[config.mk]
export PLATFORM = sky130hd
export DESIGN_NAME = obd_pid_response_decoder_core
export DESIGN_NICKNAME = d
export VERILOG_FILES = /design/src/rtl/obdpid_pkg.sv /design/src/rtl/obd_pid_response_decoder_core.sv /design/src/rtl/obdpid_track.sv /design/src/rtl/obdpid_decode.sv
export SDC_FILE = /design/constraint.sdc
export NUM_CORES = 1
export LEC_CHECK = 0
export BUFFER_PORTS_ARGS = -buffer_cell sky130_fd_sc_hd__buf_2
export CAP_MARGIN = 10
export CORE_UTILIZATION = 43
export CTS_BUF_LIST = sky130_fd_sc_hd__clkbuf_16
export CTS_CLUSTER_DIAMETER = 120
export DETAILED_ROUTE_END_ITERATION = 8
export SKIP_CTS_REPAIR_TIMING = 1
export SLEW_MARGIN = 0
export SYNTH_ARGS = -nofsm -noshare
export SYNTH_HDL_FRONTEND = slang
export SYNTH_HIERARCHICAL = 1
export SYNTH_SLANG_ARGS = --single-unit
[constraint.sdc]
create_clock -name clock -period 9.5 [get_ports clock]
set_input_delay 0.95 -clock clock [delete_from_list [all_inputs] [get_ports clock]]
set_output_delay 0.95 -clock clock [all_outputs]
set_load 0.01 [all_outputs]
[src/rtl/obdpid_pkg.sv]
// obdpid_pkg: shared types, codes and helper functions of the pid reply decoder
package obdpid_pkg;

   localparam int KindW  = 3;
   localparam int CharW  = 8;
   localparam int CountW = 3;
   localparam int ValueW = 15;
   localparam int DataN  = 4;

   localparam logic [KindW-1:0] KIND_RPM     = 3'd0;
   localparam logic [KindW-1:0] KIND_SPEED   = 3'd1;
   localparam logic [KindW-1:0] KIND_COOLANT = 3'd2;
   localparam logic [KindW-1:0] KIND_INTAKE  = 3'd3;
   localparam logic [KindW-1:0] KIND_FUEL    = 3'd4;

   localparam logic [CountW-1:0] HDR_LEN   = 3'd4;
   localparam logic [CountW-1:0] DATA_MAX  = 3'd4;
   localparam logic [CountW-1:0] DATA_BYTE = 3'd2;

   localparam logic [CharW-1:0] CHAR_SPACE    = 8'h20;
   localparam logic [CharW-1:0] CHAR_CASE_GAP = 8'h20;
   localparam logic [CharW-1:0] CHAR_LOWER_A  = 8'h61;
   localparam logic [CharW-1:0] CHAR_LOWER_Z  = 8'h7a;
   localparam logic [CharW-1:0] CHAR_UPPER_A  = 8'h41;
   localparam logic [CharW-1:0] CHAR_UPPER_F  = 8'h46;
   localparam logic [CharW-1:0] CHAR_ZERO     = 8'h30;
   localparam logic [CharW-1:0] CHAR_ONE      = 8'h31;
   localparam logic [CharW-1:0] CHAR_TWO      = 8'h32;
   localparam logic [CharW-1:0] CHAR_FOUR     = 8'h34;
   localparam logic [CharW-1:0] CHAR_FIVE     = 8'h35;
   localparam logic [CharW-1:0] CHAR_NINE     = 8'h39;
   localparam logic [CharW-1:0] CHAR_UPPER_C  = 8'h43;
   localparam logic [CharW-1:0] CHAR_UPPER_D  = 8'h44;

   // fuel: floor((1000*a + 127) / 255) as one constant multiply and shift
   localparam int                FuelProdW  = 38;
   localparam int                FuelQW     = 10;
   localparam int                FuelShift  = 26;
   localparam logic [FuelProdW-1:0] FUEL_MUL  = 38'd263173000;
   localparam logic [FuelProdW-1:0] FUEL_BIAS = 38'd33422971;

   localparam logic [ValueW-1:0] TEMP_OFFSET = 15'd40;

   typedef struct packed {
      logic [KindW-1:0]              kind;
      logic                          hdr_ok;
      logic [CountW-1:0]             data_count;
      logic [DataN-1:0][CharW-1:0]   chars;
   } snap_type;

   typedef struct packed {
      logic       ok;
      logic [3:0] val;
   } hex_type;

   function automatic logic header_hit(logic [KindW-1:0] kind, logic [1:0] pos,
                                       logic [CharW-1:0] c);
      logic [CharW-1:0] third;
      logic [CharW-1:0] fourth;
      logic             known;
      known  = 1'b1;
      third  = CHAR_ZERO;
      fourth = CHAR_UPPER_C;
      unique case (kind)
         KIND_RPM:     fourth = CHAR_UPPER_C;
         KIND_SPEED:   fourth = CHAR_UPPER_D;
         KIND_COOLANT: fourth = CHAR_FIVE;
         KIND_INTAKE:  fourth = CHAR_UPPER_F;
         KIND_FUEL: begin
            third  = CHAR_TWO;
            fourth = CHAR_UPPER_F;
         end
         default:      known = 1'b0;
      endcase
      unique case (pos)
         2'd0:    header_hit = known && (c == CHAR_FOUR);
         2'd1:    header_hit = known && (c == CHAR_ONE);
         2'd2:    header_hit = known && (c == third);
         default: header_hit = known && (c == fourth);
      endcase
   endfunction

   function automatic hex_type hex_value(logic [CharW-1:0] c);
      hex_type h;
      h.ok  = 1'b0;
      h.val = 4'd0;
      if (c >= CHAR_ZERO && c <= CHAR_NINE) begin
         h.ok  = 1'b1;
         h.val = c[3:0];
      end else if (c >= CHAR_UPPER_A && c <= CHAR_UPPER_F) begin
         h.ok  = 1'b1;
         h.val = c[3:0] + 4'd9;
      end
      return h;
   endfunction

endpackage

[src/rtl/obd_pid_response_decoder_core.sv]
// obd_pid_response_decoder_core: top level of the obd-ii pid reply decoder
// Takes one reply character per req beat and can accept a beat every cycle. A
// reply ends on the beat with req_last set; its result is presented on rsp after the
// character tracker snapshot, which loads on the edge that accepts that beat, and the
// decode and scaling stage, which holds the fuel constant multiply, have each loaded
// it in turn. Beats without req_last give no result. Both stages
// hold a finished item while the output is stalled, so up to two results can be
// waiting before req_ready drops.
module obd_pid_response_decoder_core (
   input  logic                                 clock,
   input  logic                                 reset,
   input  logic                                 req_valid,
   output logic                                 req_ready,
   input  logic [obdpid_pkg::KindW-1:0]         req_cmd,
   input  logic [obdpid_pkg::CharW-1:0]         req_ch,
   input  logic                                 req_last,
   output logic                                 rsp_valid,
   input  logic                                 rsp_ready,
   output logic [obdpid_pkg::KindW-1:0]         rsp_kind,
   output logic                                 rsp_valid_res,
   output logic signed [obdpid_pkg::ValueW-1:0] rsp_value
);

   logic                 snap_valid;
   logic                 snap_ready;
   obdpid_pkg::snap_type snap;

   obdpid_track u_track (
      .clock      (clock),
      .reset      (reset),
      .req_valid  (req_valid),
      .req_ready  (req_ready),
      .req_cmd    (req_cmd),
      .req_ch     (req_ch),
      .req_last   (req_last),
      .snap_valid (snap_valid),
      .snap_ready (snap_ready),
      .snap       (snap)
   );

   obdpid_decode u_decode (
      .clock         (clock),
      .reset         (reset),
      .snap_valid    (snap_valid),
      .snap_ready    (snap_ready),
      .snap          (snap),
      .rsp_valid     (rsp_valid),
      .rsp_ready     (rsp_ready),
      .rsp_kind      (rsp_kind),
      .rsp_valid_res (rsp_valid_res),
      .rsp_value     (rsp_value)
   );

endmodule

[src/rtl/obdpid_track.sv]
// obdpid_track: per-character header search and data capture, snapshot on last beat
module obdpid_track (
   input  logic                             clock,
   input  logic                             reset,
   input  logic                             req_valid,
   output logic                             req_ready,
   input  logic [obdpid_pkg::KindW-1:0]     req_cmd,
   input  logic [obdpid_pkg::CharW-1:0]     req_ch,
   input  logic                             req_last,
   output logic                             snap_valid,
   input  logic                             snap_ready,
   output obdpid_pkg::snap_type             snap
);

   logic                                               started_ff;
   logic [obdpid_pkg::KindW-1:0]                       kind_ff;
   logic [obdpid_pkg::CountW-1:0]                      mp_ff;
   logic [obdpid_pkg::CountW-1:0]                      dc_ff;
   logic [obdpid_pkg::DataN-1:0][obdpid_pkg::CharW-1:0] chars_ff;
   logic [obdpid_pkg::DataN-1:0][obdpid_pkg::CharW-1:0] chars_in;
   logic                                               snap_valid_ff;
   obdpid_pkg::snap_type                               snap_ff;
   obdpid_pkg::snap_type                               snap_in;

   logic [obdpid_pkg::KindW-1:0]  kind_cur;
   logic [obdpid_pkg::CountW-1:0] mp_cur;
   logic [obdpid_pkg::CountW-1:0] dc_cur;
   logic [obdpid_pkg::CountW-1:0] mp_in;
   logic [obdpid_pkg::CountW-1:0] dc_in;
   logic [obdpid_pkg::CharW-1:0]  c_fold;
   logic                          req_fire;

   assign req_ready  = !snap_valid_ff || snap_ready;
   assign req_fire   = req_valid && req_ready;
   assign snap_valid = snap_valid_ff;
   assign snap       = snap_ff;

   always_comb begin
      kind_cur = started_ff ? kind_ff : req_cmd;
      mp_cur   = started_ff ? mp_ff : '0;
      dc_cur   = started_ff ? dc_ff : '0;
      c_fold   = req_ch;
      if (req_ch >= obdpid_pkg::CHAR_LOWER_A && req_ch <= obdpid_pkg::CHAR_LOWER_Z) begin
         c_fold = req_ch - obdpid_pkg::CHAR_CASE_GAP;
      end
      mp_in    = mp_cur;
      dc_in    = dc_cur;
      chars_in = chars_ff;
      if (req_ch != obdpid_pkg::CHAR_SPACE) begin
         if (mp_cur == obdpid_pkg::HDR_LEN) begin
            if (dc_cur != obdpid_pkg::DATA_MAX) begin
               chars_in[dc_cur[1:0]] = c_fold;
               dc_in                 = dc_cur + 3'd1;
            end
         end else if (obdpid_pkg::header_hit(kind_cur, mp_cur[1:0], c_fold)) begin
            mp_in = mp_cur + 3'd1;
         end else if (c_fold == obdpid_pkg::CHAR_FOUR && kind_cur <= obdpid_pkg::KIND_FUEL) begin
            mp_in = 3'd1;
         end else begin
            mp_in = '0;
         end
      end
      snap_in.kind       = kind_cur;
      snap_in.hdr_ok     = (mp_in == obdpid_pkg::HDR_LEN);
      snap_in.data_count = dc_in;
      snap_in.chars      = chars_in;
   end

   always_ff @(posedge clock) begin
      if (reset) begin
         started_ff    <= 1'b0;
         kind_ff       <= '0;
         mp_ff         <= '0;
         dc_ff         <= '0;
         snap_valid_ff <= 1'b0;
      end else begin
         if (req_fire && req_last) begin
            snap_valid_ff <= 1'b1;
         end else if (snap_ready) begin
            snap_valid_ff <= 1'b0;
         end
         if (req_fire) begin
            if (req_last) begin
               started_ff <= 1'b0;
               kind_ff    <= '0;
               mp_ff      <= '0;
               dc_ff      <= '0;
            end else begin
               started_ff <= 1'b1;
               kind_ff    <= kind_cur;
               mp_ff      <= mp_in;
               dc_ff      <= dc_in;
            end
         end
      end
   end

   // payload, no reset
   always_ff @(posedge clock) begin
      if (req_fire) begin
         chars_ff <= chars_in;
      end
      if (req_fire && req_last) begin
         snap_ff <= snap_in;
      end
   end

endmodule

[src/rtl/obdpid_decode.sv]
// obdpid_decode: hex byte parsing and unit conversion into the result register
module obdpid_decode (
   input  logic                                 clock,
   input  logic                                 reset,
   input  logic                                 snap_valid,
   output logic                                 snap_ready,
   input  obdpid_pkg::snap_type                 snap,
   output logic                                 rsp_valid,
   input  logic                                 rsp_ready,
   output logic [obdpid_pkg::KindW-1:0]         rsp_kind,
   output logic                                 rsp_valid_res,
   output logic signed [obdpid_pkg::ValueW-1:0] rsp_value
);

   logic                                 rsp_valid_ff;
   logic [obdpid_pkg::KindW-1:0]         kind_ff;
   logic                                 ok_ff;
   logic signed [obdpid_pkg::ValueW-1:0] value_ff;

   obdpid_pkg::hex_type                  hi0;
   obdpid_pkg::hex_type                  lo0;
   obdpid_pkg::hex_type                  hi1;
   obdpid_pkg::hex_type                  lo1;
   logic [7:0]                           byte_a;
   logic [7:0]                           byte_b;
   logic                                 need_ok;
   logic                                 ok_in;
   logic [obdpid_pkg::FuelProdW-1:0]     fuel_prod;
   logic [obdpid_pkg::FuelQW-1:0]        fuel_q;
   logic [obdpid_pkg::ValueW-1:0]        value_in;
   logic                                 snap_fire;

   assign snap_ready    = !rsp_valid_ff || rsp_ready;
   assign snap_fire     = snap_valid && snap_ready;
   assign rsp_valid     = rsp_valid_ff;
   assign rsp_kind      = kind_ff;
   assign rsp_valid_res = ok_ff;
   assign rsp_value     = value_ff;

   always_comb begin
      hi0    = obdpid_pkg::hex_value(snap.chars[0]);
      lo0    = obdpid_pkg::hex_value(snap.chars[1]);
      hi1    = obdpid_pkg::hex_value(snap.chars[2]);
      lo1    = obdpid_pkg::hex_value(snap.chars[3]);
      byte_a = lo0.ok ? {hi0.val, lo0.val} : {4'd0, hi0.val};
      byte_b = lo1.ok ? {hi1.val, lo1.val} : {4'd0, hi1.val};
      need_ok = (snap.kind == obdpid_pkg::KIND_RPM) ? (snap.data_count == obdpid_pkg::DATA_MAX)
                                                    : (snap.data_count >= obdpid_pkg::DATA_BYTE);
      ok_in = snap.hdr_ok && (snap.kind <= obdpid_pkg::KIND_FUEL) && need_ok && hi0.ok
              && (snap.kind != obdpid_pkg::KIND_RPM || hi1.ok);
      fuel_prod = {{(obdpid_pkg::FuelProdW-8){1'b0}}, byte_a} * obdpid_pkg::FUEL_MUL
                  + obdpid_pkg::FUEL_BIAS;
      fuel_q    = fuel_prod[obdpid_pkg::FuelShift +: obdpid_pkg::FuelQW];
      unique case (snap.kind)
         obdpid_pkg::KIND_RPM:     value_in = {1'b0, byte_a, byte_b[7:2]};
         obdpid_pkg::KIND_SPEED:   value_in = {7'd0, byte_a};
         obdpid_pkg::KIND_COOLANT,
         obdpid_pkg::KIND_INTAKE:  value_in = {7'd0, byte_a} - obdpid_pkg::TEMP_OFFSET;
         obdpid_pkg::KIND_FUEL:    value_in = {5'd0, fuel_q};
         default:                  value_in = '0;
      endcase
      if (!ok_in) begin
         value_in = '0;
      end
   end

   always_ff @(posedge clock) begin
      if (reset) begin
         rsp_valid_ff <= 1'b0;
      end else begin
         if (snap_fire) begin
            rsp_valid_ff <= 1'b1;
         end else if (rsp_ready) begin
            rsp_valid_ff <= 1'b0;
         end
      end
   end

   // payload, no reset
   always_ff @(posedge clock) begin
      if (snap_fire) begin
         kind_ff  <= snap.kind;
         ok_ff    <= ok_in;
         value_ff <= value_in;
      end
   end

endmodule

==> impl_metrics.py, run 1 <==
metrics = {
    "run_status": {
        "status": "complete, no violations",
    },
    "floorplanning": {
        "die-width_um": 150,
        "initial_utilization": 0.443,
        "die_h_um": 150,
        "dieArea_um2": 22400,
        "rows": 53,
        "core-area_um2": 21200,
        "ioPinCount": 37,
    },
    "pwr": {
        "seqPwrFrac": 0.464,
        "p_clk_frac": 0.333,
        "p_leak_nw": 4.32,
        "ir_drop_uv": 86.5,
        "p_sw_uw": 345,
        "combPwrFrac": 0.204,
        "intPower_uw": 779,
        "p_sw_frac": 0.307,
        "power.density_nw_per_um2": 111,
    },
    "route": {
        "num_vias": 6932,
        "vias_per_cell": 5.54,
        "ant_nets": 0,
        "initialDrtViolationCount": 303,
        "wl_um": 22300,
        "drc": 0,
        "wl_per_cell_um": 17.8,
        "dr.pass1.iters": 5,
    },
    "placed_design": {
        "portBuffers": 36,
        "dp_worst_setup_slack_ns": 1.59,
        "dp_cells": 1236,
        "routabilityCongestion": 0.893,
        "hpwl_um": 18000,
    },
    "final_layout": {
        "nNetsFinal": 1132,
        "drive_above_1_share": 0.122,
        "area_delta_synth_final_pct": 8.06,
        "post-route-util": 0.478,
        "fin_cells": 1252,
        "antenna-diode-count": 0,
    },
    "sta": {
        "fin_crit_sh": 0.832,
        "slew_viol_final": 0,
        "setup_tns_ns": 0,
        "slew_headroom": 0.402,
        "finalCriticalPeriod_ns": 7.90,
        "setup_ws_ns": 1.60,
        "rsz0062_at_grt": "no",
        "final.setup_skew_ns": 0.0112,
        "finalHoldViolCount": 0,
        "tightestPinTransition_ns": 0.895,
        "setup_viol": 0,
        "fmax_mhz": 127,
        "hold_ws_ns": 0.462,
    },
    "synth": {
        "synth_flop_cell": "edfxtp_1",
        "synth_edf_count": 90,
        "synth_area_per_cell_um2": 9.93,
        "synthDistinctLibCells": 98,
        "netlist_instances": 946,
        "synth_commonest_cells": "inv_1 (121), edfxtp_1 (90), ha_1 (88), nand2_1 (88), fa_1 (56)",
        "synthArstFlopShare": 0,
        "syn_nets": 1106,
        "ys_seq_area_frac": 0.313,
        "ys_ff_latch": 102,
        "syn-cell-area_um2": 9390,
        "yosysWarnings": 6,
        "synth_top_area_frac": 0.288,
        "yosysTopAreaCell": "edfxtp_1",
        "ys_top_cells_by_area": "edfxtp_1 (29%), fa_1 (12%), ha_1 (12%)",
        "yosysMostFrequentCell": "inv_1",
    },
    "setup_path": {
        "required_ns": 9.58,
        "crit_arrival_ns": 7.98,
        "crit_type": "reg2reg",
        "end_kind": "flip-flop",
        "crit_path_start_kind": "flip-flop",
        "crit_fanout": 10,
    },
    "global_routing": {
        "grt_max_degree": 41,
        "gr-total-overflow": 0,
        "first_global_vias": 6787,
        "antenna_found_initial": 0,
        "grt_pass1_wl_um": 35900,
        "globalRouteTotalUtil": 0.209,
    },
    "clocking": {
        "cts_root_buffer": "clkbuf_16",
        "insertion_delay_ns": 0.35,
        "htree_levels": 3,
        "cts_tree": "built",
        "cts_made_buffers": 9,
        "clock_path_buffers": 2,
        "cts_sinks": 102,
        "path_clk_slew_ns": 0.08,
    },
    "worst_hold_path": {
        "hp-class": "reg2reg",
    },
    "job": {
        "maxCapViolations": 0,
    },
}
-- cells in the final DEF, fill, tap and decap left out, types with 17 or more instances in the layout --
| cell type | instances |
|---|---|
| inv_1 | 121 |
| ha_1 | 88 |
| nor3_1 | 19 |
| xnor2_1 | 20 |
| edfxtp_1 | 90 |
| fa_1 | 56 |
| nor2_1 | 47 |
| nand2_1 | 88 |
| nand3_1 | 20 |
| o21ai_0 | 43 |
| a21oi_1 | 49 |
| buf_2 | 36 |
| mux2_2 | 17 |
-- metrics by stage --
step | power (mW) | instance area, um^2
after floorplan | 0.698 | 9390
after global placement | 0.757 | 9840
after detailed placement | 0.758 | 9840
after CTS | 1.13 | 10100
after global routing | 1.18 | 10100
final | 1.12 | 10100
-- layout make-up --
class / count / area [um^2]
inverter: 122 / 458
multi-input combinational: 695 / 5870
clock inverter: 7 / 86.3
clock buffer: 9 / 225
timing repair buffer: 42 / 225
fill: 2014 / 11100
sequential: 102 / 2940
tap: 275 / 344
-- state kept, by name (all words and copies together) (netlist names) --
| name | cells |
|---|---|
| u_decode/rsp_valid | 1 |
| u_track/snap_valid | 1 |
| u_decode/rsp_valid_res | 1 |
| u_track/mp_ff | 3 |
| u_track/chars_ff | 32 |
| u_track/snap | 39 |
| u_decode/rsp_value | 15 |
| u_track/kind_ff | 3 |
| u_track/started_ff | 1 |
| u_decode/rsp_kind | 3 |
| u_track/dc_ff | 3 |
-- cell families after synthesis --
logic type / after synthesis / synth area share
compound gates: 226 / 0.172
xor+xnor: 33 / 0.0316
fa+ha+maj: 144 / 0.237
buf+inv: 149 / 0.0619
flops: 102 / 0.313
mux: 26 / 0.0304
simple gates: 266 / 0.154
-- power by group through the flow --
stage                     Clock, mW  Combinational (mW)  Sequential, mW
after floorplan                   0               0.172           0.526
after global placement            0               0.226           0.531
after detailed placement          0               0.227           0.531
final                         0.374               0.229           0.521
after global routing          0.400               0.256           0.524
after CTS                     0.384               0.229           0.521
-- per-layer routing --
metal / global-route usage / routed length, um
met1: 0.280 / 10600
met2: 0.348 / 10700
met3: 0.0317 / 640
met4: 0.0611 / 428
met5: 0 / 0
-- final timing paths --
check                     endpoint             start  depth (start not counted)  slack (ns)
max          u_decode/rsp_value[8]   u_track/snap[7]                         24        1.60
min               u_track/mp_ff[0]  u_track/mp_ff[0]                          1        0.46
max reg2reg  u_decode/rsp_value[8]   u_track/snap[7]                         24        1.60
min reg2reg       u_track/mp_ff[0]  u_track/mp_ff[0]                          1        0.46
-- worst max-delay path, stage by stage (launching register included) --
cell and delay (ns):
edfxtp_1 0.42, or4b_4 0.61, nor4_4 0.34, nor2_1 0.17
nor2_1 0.47, ha_1 0.34, inv_1 0.12, ha_1 0.50
inv_1 0.16, fa_1 0.61, inv_1 0.07, fa_1 0.53
inv_1 0.05, fa_1 0.52, inv_1 0.04, ha_1 0.42
a21oi_1 0.29, a21boi_1 0.39, o311ai_0 0.18, a41oi_1 0.44
nand4_2 0.24, nor3_2 0.25, nor3b_2 0.23, xnor2_1 0.13
o22ai_1 0.09
No activity file was read; power rests on OpenSTA's default activity.
==> run 2, diff against run 1 <==
==> constraint.sdc (replaced) <==
create_clock -name clock -period 6.55 [get_ports clock]
set_input_delay 0.655 -clock clock [delete_from_list [all_inputs] [get_ports clock]]
set_output_delay 0.655 -clock clock [all_outputs]
set_load 0.01 [all_outputs]
==> impl_metrics.py, run 2 (same netlist as run 1, synthesis figures left out) <==
metrics = {
    "clocking": {
        "htree_levels": 3,
        "insertion_delay_ns": 0.37,
        "cts_sinks": 102,
        "clock_path_buffers": 2,
        "cts_made_buffers": 9,
        "cts_root_buffer": "clkbuf_16",
        "cts_tree": "built",
        "path_clk_slew_ns": 0.08,
    },
    "setup_path": {
        "rrSetupSlack_ns": -0.03,
        "end_kind": "flip-flop",
        "crit_arrival_ns": 6.67,
        "crit_path_start_kind": "flip-flop",
        "reg2reg_to": "u_decode/rsp_value[9]",
        "rr_worst_depth": 23,
        "crit_fanout": 6,
        "r2r-start": "u_track/snap[5]",
        "crit_start": "u_track/snap[5]",
        "crit_type": "reg2reg",
        "required_ns": 6.64,
    },
    "sta": {
        "finalHoldViolCount": 0,
        "slew_headroom": 0.385,
        "fmax_mhz": 152,
        "rsz0062_at_grt": "yes",
        "fin_crit_sh": 1.00,
        "finalCriticalPeriod_ns": 6.58,
        "final.setup_skew_ns": 0.0173,
        "setup_ws_ns": -0.0301,
        "setup_viol": 1,
        "tightestPinTransition_ns": 0.921,
        "slew_viol_final": 0,
    },
    "route": {
        "routed-wl-met2_um": 11300,
        "dr.pass1.iters": 8,
        "wl_per_cell_um": 17.0,
        "wl_um": 23300,
        "met3WireLength_um": 673,
        "vias_per_cell": 5.41,
        "ant_nets": 0,
        "initialDrtViolationCount": 438,
        "highest_layer": "met4",
        "drc": 0,
        "wl_met1_um": 10700,
        "num_vias": 7407,
    },
    "pwr": {
        "p_leak_nw": 4.94,
        "power_mw": 1.73,
        "ir_drop_uv": 158,
        "power.density_nw_per_um2": 150,
    },
    "final_layout": {
        "nNetsFinal": 1250,
        "area_delta_synth_final_pct": 22.2,
        "largest_register_ffs": 39,
        "final_cell_mix": "buf_4 (118), inv_1 (110), edfxtp_1 (90)",
        "mostFrequentLayoutCell": "buf_4",
        "drive_above_1_share": 0.285,
        "largest-register": "u_track/snap",
        "fin_area_um2": 11500,
        "fin_cells": 1370,
        "post-route-util": 0.541,
        "antenna-diode-count": 0,
    },
    "floorplanning": {
        "ioPinCount": 37,
        "core-area_um2": 21200,
        "die-width_um": 150,
        "initial_utilization": 0.443,
        "die_h_um": 150,
        "rows": 53,
        "dieArea_um2": 22400,
    },
    "global_routing": {
        "grt_pass1_wl_um": 37600,
        "globalRouteTotalUtil": 0.216,
        "antenna_found_initial": 1,
        "first_global_vias": 7345,
        "gr-total-overflow": 0,
        "grt_max_degree": 41,
    },
    "worst_hold_path": {
        "hold_depth": 2,
        "hold-path-endpoint": "u_decode/rsp_valid",
        "hp-class": "reg2reg",
        "hp-start": "u_track/snap_valid",
    },
    "run_status": {
        "status": "complete, but fails checks",
        "violations": "setup timing",
    },
    "placed_design": {
        "portBuffers": 36,
        "hpwl_um": 18600,
        "dp_cells": 1343,
        "routabilityCongestion": 0.898,
        "dpl_cell_area_um2": 10700,
    },
    "job": {
        "maxCapViolations": 0,
    },
}
run 2: metrics by stage:
| stage | hold WS, ns | setup TNS, ns | setup slack [ns] |
|---|---|---|---|
| 3_3_place_gp | 0.442 | -0.129 | -0.0663 |
| 3_5_place_dp | 0.456 | -0.763 | -0.136 |
| 2_1_floorplan | 0.424 | 0 | 0.00526 |
| 5_1_grt | 0.495 | -1.68 | -0.277 |
| 4_1_cts | 0.466 | -1.21 | -0.182 |
| 6_report | 0.464 | -0.0301 | -0.0301 |
run 2: per-layer routing:
| layer | vias to the layer above | GRT usage |
|---|---|---|
| met1 | 3592 | 0.283 |
| met5 | - | 0 |
| met2 | 110 | 0.364 |
| li1 | 3676 | - |
| met3 | 29 | 0.0341 |
| met4 | 0 | 0.0677 |
run 2: final cells by class:
| type | count | area, um^2 |
|---|---|---|
| Clock buffer | 9 | 225 |
| Clock inverter | 7 | 72.6 |
| Inverter | 122 | 460 |
| Sequential cell | 102 | 2940 |
| Multi-Input combinational cell | 695 | 6290 |
| Timing Repair Buffer | 160 | 1130 |
| Fill cell | 1907 | 9750 |
| Tap cell | 275 | 344 |
run 2: how the worst max path moves through the flow:
stage          slack [ns]  cells after the start                    end
2_1_floorplan       0.005                     26  u_decode/rsp_value[8]
3_3_place_gp        -0.07                     27  u_decode/rsp_value[9]
3_5_place_dp        -0.14                     27  u_decode/rsp_value[1]
4_1_cts             -0.18                     27  u_decode/rsp_value[1]
5_1_grt             -0.28                     28  u_decode/rsp_value[9]
6_report            -0.03                     23  u_decode/rsp_value[9]
run 2: power by group:
group	total [mW]	switching [mW]	internal, mW
registers	0.755	0.0183	0.737
clock network	0.533	0.263	0.271
logic	0.438	0.247	0.192
total	1.73	0.527	1.20
run 2: critical path, cell delays in order (launching register included):
cell and delay (ns):
edfxtp_1 0.41, or4b_4 0.58, nor4_4 0.33, nor2_2 0.11
nand2_1 0.10, and2_4 0.17, fa_2 0.49, fa_1 0.55
inv_1 0.05, fa_1 0.48, fa_1 0.52, inv_1 0.04
ha_1 0.42, nand2_1 0.19, nor4_4 0.32, nand2_2 0.13
nand2_1 0.10, xnor2_1 0.11, nand4_1 0.14, o41a_1 0.44
buf_6 0.15, and4_1 0.19, o211ai_1 0.18, a31oi_1 0.10
==> run 3, diff against run 2 <==
--- a/config.mk
+++ b/config.mk
@@ -15,5 +15,4 @@
 export SLEW_MARGIN = 0
 export SYNTH_ARGS = -nofsm -noshare
 export SYNTH_HDL_FRONTEND = slang
-export SYNTH_HIERARCHICAL = 1
 export SYNTH_SLANG_ARGS = --single-unit
==> impl_metrics.py, run 3 <==
metrics = {
    "sta": {
        "fmax_mhz": 146,
        "fin_crit_sh": 1.05,
        "rsz0062_at_grt": "yes",
        "slew_headroom": 0.330,
        "setup_ws_ns": -0.305,
        "setup_tns_ns": -2.13,
        "slew_viol_final": 0,
        "final.setup_skew_ns": 0.0114,
        "finalHoldViolCount": 0,
        "setup_viol": 10,
        "finalCriticalPeriod_ns": 6.86,
        "tightestPinTransition_ns": 1.00,
    },
    "setup_path": {
        "end_kind": "flip-flop",
        "reg2reg_to": "u_decode.rsp_value[4]",
        "rr_worst_depth": 24,
        "rrSetupSlack_ns": -0.31,
        "r2r-start": "u_track.snap[0]",
        "crit_type": "reg2reg",
        "required_ns": 6.65,
        "crit_path_start_kind": "flip-flop",
        "crit_arrival_ns": 6.95,
        "crit_fanout": 4,
    },
    "final_layout": {
        "largest-register": "u_track.snap",
        "mostFrequentLayoutCell": "buf_4",
        "antenna-diode-count": 0,
        "nNetsFinal": 1281,
        "fin_area_um2": 11700,
        "largest_register_ffs": 39,
        "final_cell_mix": "buf_4 (144), inv_1 (122), edfxtp_1 (90)",
        "area_delta_synth_final_pct": 25.5,
        "post-route-util": 0.553,
        "drive_above_1_share": 0.296,
    },
    "clocking": {
        "cts_sinks": 102,
        "htree_levels": 3,
        "cts_tree": "built",
        "clock_path_buffers": 2,
        "cts_root_buffer": "clkbuf_16",
        "insertion_delay_ns": 0.35,
        "path_clk_slew_ns": 0.07,
        "cts_made_buffers": 9,
    },
    "pwr": {
        "power_mw": 1.66,
        "power.density_nw_per_um2": 141,
        "ir_drop_uv": 166,
        "p_leak_nw": 5.17,
    },
    "floorplanning": {
        "ioPinCount": 37,
        "die_h_um": 149,
        "die-width_um": 149,
        "dieArea_um2": 22300,
        "rows": 53,
        "core-area_um2": 21200,
        "initial_utilization": 0.441,
    },
    "worst_hold_path": {
        "hold_depth": 2,
        "hp-start": "u_track.mp_ff[2]",
        "hp-class": "reg2reg",
        "hold-path-endpoint": "u_track.mp_ff[2]",
    },
    "route": {
        "num_vias": 7671,
        "vias_per_cell": 5.50,
        "initialDrtViolationCount": 279,
        "ant_nets": 0,
        "dr.pass1.iters": 4,
        "wl_um": 24100,
        "drc": 0,
        "wl_per_cell_um": 17.3,
    },
    "job": {
        "maxCapViolations": 0,
    },
    "run_status": {
        "violations": "setup timing",
        "status": "complete, but fails checks",
    },
    "synth": {
        "ys_top_cells_by_area": "edfxtp_1 (29%), fa_1 (12%), ha_1 (12%)",
        "netlist_instances": 940,
        "synth_commonest_cells": "inv_1 (131), ha_1 (92), edfxtp_1 (90)",
        "synthArstFlopShare": 0,
        "ys_ff_latch": 102,
        "synthDistinctLibCells": 86,
        "ys_seq_area_frac": 0.316,
        "syn_nets": 1106,
        "synth_top_area_frac": 0.290,
        "synth_flop_cell": "edfxtp_1",
        "yosysTopAreaCell": "edfxtp_1",
        "synth_area_per_cell_um2": 9.92,
        "yosysWarnings": 0,
        "yosysMostFrequentCell": "inv_1",
        "synth_edf_count": 90,
        "syn-cell-area_um2": 9320,
    },
    "placed_design": {
        "dp_worst_setup_slack_ns": -0.437,
        "hpwl_um": 19200,
        "dpl_cell_area_um2": 10900,
        "routabilityCongestion": 0.919,
        "portBuffers": 36,
    },
    "global_routing": {
        "globalRouteTotalUtil": 0.216,
        "gr-total-overflow": 0,
        "first_global_vias": 7294,
        "grt_max_degree": 40,
        "antenna_found_initial": 0,
        "grt_pass1_wl_um": 37100,
    },
}
-- run 3: worst max path at each step --
stage / startpoint / to / slack [ns] / depth (start not counted)
2_1_floorplan: u_track.snap[1] / u_decode.rsp_value[4] / -0.08 / 23
3_3_place_gp: u_track.snap[0] / u_decode.rsp_value[4] / -0.27 / 26
3_5_place_dp: u_track.snap[0] / u_decode.rsp_value[4] / -0.44 / 26
4_1_cts: u_track.snap[0] / u_decode.rsp_value[4] / -0.45 / 26
5_1_grt: u_track.snap[0] / u_decode.rsp_value[0] / -0.48 / 24
6_report: u_track.snap[0] / u_decode.rsp_value[4] / -0.31 / 24
-- run 3: per-layer routing --
| layer | GRT usage | vias to the layer above | part of all wire |
|---|---|---|---|
| li1 | - | 3756 | - |
| met1 | 0.268 | 3753 | 0.44 |
| met2 | 0.386 | 130 | 0.51 |
| met3 | 0.0291 | 32 | 0.029 |
| met4 | 0.0684 | 0 | 0.020 |
| met5 | 0 | - | 0 |
-- run 3: critical path, stage by stage, from the launching register on --
cell        delay (ns)
edfxtp_1          0.47
inv_2             0.13
ha_4              0.14
or3b_1            0.34
o2111a_2          0.21
a32oi_2           0.26
or2_4             0.18
clkinvlp_4        0.09
fa_2              0.63
fa_1              0.43
inv_1             0.09
fa_1              0.44
fa_1              0.53
inv_2             0.05
ha_4              0.27
o21ai_2           0.05
and3b_1           0.18
or4_4             0.48
a2111o_1          0.33
or3_4             0.37
o311ai_4          0.29
buf_6             0.16
a211oi_4          0.08
and3_1            0.17
a211o_1           0.23
-- run 3: power breakdown --
part | leakage, nW | switching, mW | internal [mW]
Combinational | 4.07 | 0.214 | 0.171
Clock | 0.140 | 0.254 | 0.267
Sequential | 0.961 | 0.0144 | 0.736
Total | 5.17 | 0.482 | 1.17
-- run 3: kinds of logic after synthesis --
| group | after synthesis | synth area share |
|---|---|---|
| buf+inv | 154 | 0.0636 |
| simple gates | 252 | 0.140 |
| flops | 102 | 0.316 |
| xor+xnor | 22 | 0.0207 |
| mux | 34 | 0.0397 |
| compound gates | 226 | 0.172 |
| fa+ha+maj | 150 | 0.248 |
-- run 3: final cells by class --
cell class	instances	area, um^2
multi-input cells	684	6290
inverters	131	495
clock inverters	7	67.6
fillers	1842	9450
repair buffers	187	1340
clock buffers	9	225
flip-flops and latches	102	2940
well taps	275	344
-- run 3: through the flow --
stage	instances	hold slack (ns)
after global routing	1395	0.520
after CTS	1378	0.490
after global placement	1362	0.468
after detailed placement	1362	0.480
after floorplan	940	0.424
final	1395	0.486
